**src/sv/vpu_pkg.sv**
```systemverilog
// Shared types and constants for the Verlet particle update block.
// Used by the channel interfaces, the controller, the datapath and the top level.
package vpu_pkg;

  // Field and register widths
  localparam int COORD_W    = 32;
  localparam int ENERGY_W   = 47;
  localparam int SCALE_W    = 22;
  localparam int DT_W       = 21;
  localparam int LEN_W      = 31;
  localparam int CFG_IDX_W  = 2;
  localparam int CFG_DATA_W = 31;

  // Register indexes on the configuration port
  localparam logic [CFG_IDX_W-1:0] CFG_VELOCITY_SCALE = 2'd0;
  localparam logic [CFG_IDX_W-1:0] CFG_TIME_STEP      = 2'd1;
  localparam logic [CFG_IDX_W-1:0] CFG_BOX_LENGTH     = 2'd2;

  // Register reset values
  localparam logic [SCALE_W-1:0] SCALE_RST = 22'd1048576;
  localparam logic [DT_W-1:0]    DT_RST    = 21'd5243;
  localparam logic [LEN_W-1:0]   LEN_RST   = 31'd10485760;

  // Saturation limits
  localparam longint S32_MAX_L = 64'sd2147483647;
  localparam longint S32_MIN_L = -64'sd2147483648;
  localparam logic [ENERGY_W-1:0] ENERGY_MAX = {ENERGY_W{1'b1}};

  // Input item
  typedef struct packed {
    logic signed [COORD_W-1:0] position;
    logic signed [COORD_W-1:0] unwrapped_position;
    logic signed [COORD_W-1:0] velocity;
    logic signed [COORD_W-1:0] force_req;
    logic                      update_unwrapped;
    logic                      last_of_set;
  } vpu_in_t;

  // Result item
  typedef struct packed {
    logic signed [COORD_W-1:0] new_position;
    logic signed [COORD_W-1:0] new_unwrapped;
    logic signed [COORD_W-1:0] new_velocity;
    logic [ENERGY_W-1:0]       kinetic_energy;
    logic                      set_done;
  } vpu_out_t;

  // Sequencer states
  typedef enum logic [2:0] {
    ST_IDLE,
    ST_MUL1,
    ST_NORM,
    ST_MUL2,
    ST_ADD,
    ST_WRAP,
    ST_EMIT
  } vpu_state_t;

  // Controller to datapath step commands
  typedef struct packed {
    logic capture;
    logic mul1;
    logic norm;
    logic mul2;
    logic add;
    logic wrap;
    logic emit;
  } vpu_cmd_t;

  // Datapath to controller status
  typedef struct packed {
    logic out_free;
  } vpu_stat_t;

endpackage

```
**src/sv/vpu_ctrl.sv**
```systemverilog
// Sequencer for the particle update: steps one item through the datapath.
// Depends on vpu_pkg for the state, command and status types.
module vpu_ctrl import vpu_pkg::*; (
  input  logic      clk,
  input  logic      rst_n,
  input  logic      in_valid,
  output logic      in_ready,
  input  vpu_stat_t stat,
  output vpu_cmd_t  cmd
);

  vpu_state_t state_r, state_nxt;

  // State register
  always_ff @(posedge clk) begin
    if (!rst_n) begin
      state_r <= ST_IDLE;
    end else begin
      state_r <= state_nxt;
    end
  end

  // Next state and step commands
  always_comb begin
    state_nxt = state_r;
    cmd       = '0;
    in_ready  = 1'b0;
    case (state_r)
      ST_IDLE: begin
        in_ready = 1'b1;
        if (in_valid) begin
          cmd.capture = 1'b1;
          state_nxt   = ST_MUL1;
        end
      end
      ST_MUL1: begin
        cmd.mul1  = 1'b1;
        state_nxt = ST_NORM;
      end
      ST_NORM: begin
        cmd.norm  = 1'b1;
        state_nxt = ST_MUL2;
      end
      ST_MUL2: begin
        cmd.mul2  = 1'b1;
        state_nxt = ST_ADD;
      end
      ST_ADD: begin
        cmd.add   = 1'b1;
        state_nxt = ST_WRAP;
      end
      ST_WRAP: begin
        cmd.wrap  = 1'b1;
        state_nxt = ST_EMIT;
      end
      ST_EMIT: begin
        // hold until the output register can take the item
        if (stat.out_free) begin
          cmd.emit  = 1'b1;
          state_nxt = ST_IDLE;
        end
      end
      default: begin
        state_nxt = ST_IDLE;
      end
    endcase
  end

endmodule

```
**config.mk**
```make
export PLATFORM = sky130hd
export DESIGN_NAME = vpu_ctrl
export DESIGN_NICKNAME = d
export VERILOG_FILES = /design/src/sv/vpu_pkg.sv /design/src/sv/vpu_ctrl.sv
export SDC_FILE = /design/constraint.sdc
export NUM_CORES = 1
export LEC_CHECK = 0
export ABC_AREA = 1
export BUFFER_PORTS_ARGS = -buffer_cell sky130_fd_sc_hd__buf_4
export CORE_AREA = 2 2 39 41
export DETAILED_ROUTE_END_ITERATION = 8
export DIE_AREA = 0 0 41 43
export GPL_TIMING_DRIVEN = 0
export HOLD_SLACK_MARGIN = 0.12
export MAX_ROUTING_LAYER = met4
export SETUP_SLACK_MARGIN = 0.4
export SLEW_MARGIN = 5
export SYNTH_ARGS = -nofsm -noshare
export SYNTH_HDL_FRONTEND = slang
export SYNTH_SLANG_ARGS = --single-unit
```
**constraint.sdc**
```tcl
create_clock -name clk -period 1.2 [get_ports clk]
set_input_delay 0.12 -clock clk [delete_from_list [all_inputs] [get_ports clk]]
set_output_delay 0.12 -clock clk [all_outputs]
set_load 0.005 [all_outputs]
```
==> impl_results.md <==
* DP Worst Slack at approximately 0.32 ns
* Top Registers: state_r x3
* Relative slew slack at 0.902
* Synthesized area per cell at about 5.5 sq um
* Worst setup margin at 0.132 ns
* Unique masters post-synth at 8
* Nets at 55
* Req. time, crit path at roughly 1.1 ns
* First-pass GRT wire length at 834 microns
* Most flop-heavy register: state_r
* Setup TNS at 0 ns
* Crit path max fanout at 6
* CP startpoint: state_r[0]
* Commonest non-fill, non-tap cell in the layout: buf_4
* Clock Path Buffers at 2
* Hold Worst Slack at 0.144 ns
* CTS tree: done
* DIE HEIGHT at about 43 microns
* #FFs+latches synth at 3
* Die X at 41 microns
* Slew Limit Fails at 0
* Max stage delay on crit path at 0.37 ns
* RSZ-0062 raised after global routing: true
* IO Pins at 12
* Total of max-cap violations at 0
* Largest net degree at the start of global routing at 8
* Final setup fails at 0
* Vias per cell at 3.65
* Critical path class: reg2out
* Initial core utilization at 0.135
* Flip-flop count of the largest register after layout at 3
* Share of post-route cells with drive strength above 1 at 0.580
* Worst-margin pin slew at 0.146 ns
* Final Power at 441 uW
* Clock latency on the worst-skew pair at approximately 0.23 ns
* H-tree depth at 1
* Utilization after layout at 0.277
* Most frequent cells in the layout: buf_4, nor2_1, inv_1
* Hold Vio Cnt, Final at 0
* Row cnt at 14
* CTS sink count at 3
* Via count at 241
* GRT Residual Overflow at 0
* Synth Cell Area at ~190 sq um
* CP Capture Type: output pin
* Final min period at 1.07 ns
* Fin crit share at 0.890
* Post-synthesis sequential area ratio at 0.322
* # hold bufs at CTS at 0
* R2R setup slack at around 0.28 ns
* Worst r2r src: state_r[2]
* Ys Warns at 0
* Inserted Diodes at 0
* Hold crit path type: in2reg
* R2R cell count at 5
* Slowest-stage cell, CP: dfxtp_4
* # port buffers at 11
* Detailed Route Iter0 Violations at 1
* Num CTS Buffers at 3
* Worst Setup EP: cmd[6]
* Drt drc at 0
* Net Count, Synth at 38
* Die Footprint at 0.00176 sq mm
* Status: complete, no violations
* Startpoint Class: flop
* DRT Pass-1 Iters at 2
* DP HPWL at 397 microns
* DRT antenna net count at 0
* CP arrival at 0.95 ns
* RePlAce Congestion at 0.657
* Initial antenna violation count at 0
* Clk slew on worst S/H paths at around 0.04 ns
* Maximum VDD drop at 0.410 mV
* Pleak at 0.205 nW
* Setup Skew at 0.00325 ns
* Area delta synth->final at 105%
* Gr usage total at 0.0738
* Vias in the first global route at ~220
* DR WL/cell at roughly 8.4 microns
* R2R Path End: state_r[1]
* Post-Route WL at around 560 microns
* Mapped Cells at 34
* Worst-path cell chain: inv_4, nand2_4, nor3_2, buf_4
* Peak Freq at approximately 0.94 GHz
* Core area at 0.00138 sq mm
* Clock root buffer: clkbuf_4
* Pwr/cell area at 1150 mW/mm^2
## cell usage after synthesis
| master | n | share of area |
|---|---|---|
| nor2_1 | 10 | 0.20 |
| inv_1 | 8 | 0.16 |
| nand2_1 | 6 | 0.12 |
| dfxtp_1 | 3 | 0.32 |
| nor3_1 | 3 | 0.081 |
| nand3_1 | 2 | 0.054 |
| a21oi_1 | 1 | 0.027 |
| nand4_1 | 1 | 0.034 |
## worst max-delay path: cells and delay by family, from the launching register on
kind	cells	cell delay, ns
flip-flops	1	0.37
buffers and inverters	2	0.20
AND/OR/NAND/NOR	2	0.15
## repair_timing
item / CTS / global route
setup buffers: 1 / 0
resized for setup: 7 / 8
endpoints found under the setup margin: 11 / 11
pin swaps: 4 / 4
## kinds of logic (layout without fill, tap and decap cells)
family | after synthesis | in the layout | synth area share
DFF | 3 | 3 | 0.322
AOI/OAI and AO/OA | 1 | 1 | 0.0268
and+or+nand+nor | 22 | 22 | 0.490
buffers and inverters | 8 | 24 | 0.161
## report_power, final
group,total [mW],leakage (nW),internal [mW],switching (mW)
clock network,0.174,0.0150,0.124,0.0495
logic,0.128,0.163,0.0659,0.0617
registers,0.140,0.0267,0.112,0.0276
## metal layers
metal / up-vias / track usage / wire, microns
li1: 136 / - / -
met1: 96 / 0.0860 / 226
met2: 7 / 0.0938 / 283
met3: 2 / 0.0314 / 40
met4: 0 / 0.0600 / 6
met5: - / - / 0
## worst min path at each step
| stage | from | end | slack [ns] | depth (start not counted) |
|---|---|---|---|---|
| 2_1_floorplan | rst_n | state_r[2] | 0.26 | 2 |
| 3_3_place_gp | rst_n | state_r[1] | 0.38 | 3 |
| 3_5_place_dp | rst_n | state_r[1] | 0.38 | 3 |
| 4_1_cts | rst_n | state_r[1] | 0.14 | 3 |
| 5_1_grt | rst_n | state_r[1] | 0.18 | 3 |
| 6_report | rst_n | state_r[1] | 0.14 | 3 |
## final cells by class
class | count | area (sq um)
fillers | 172 | 1000
multi-input cells | 23 | 140
repair buffers | 12 | 90.1
flip-flops and latches | 3 | 71.3
inverters | 8 | 35.0
clock buffers | 4 | 26.3
well taps | 16 | 20.0
## per-stage QoR
stage / cell area (sq um) / instances
global route: 383 / 66
CTS: 354 / 66
finish: 383 / 66
global placement: 298 / 61
floorplan: 195 / 34
detailed placement: 298 / 61
No activity file was read; power rests on OpenSTA's default activity.
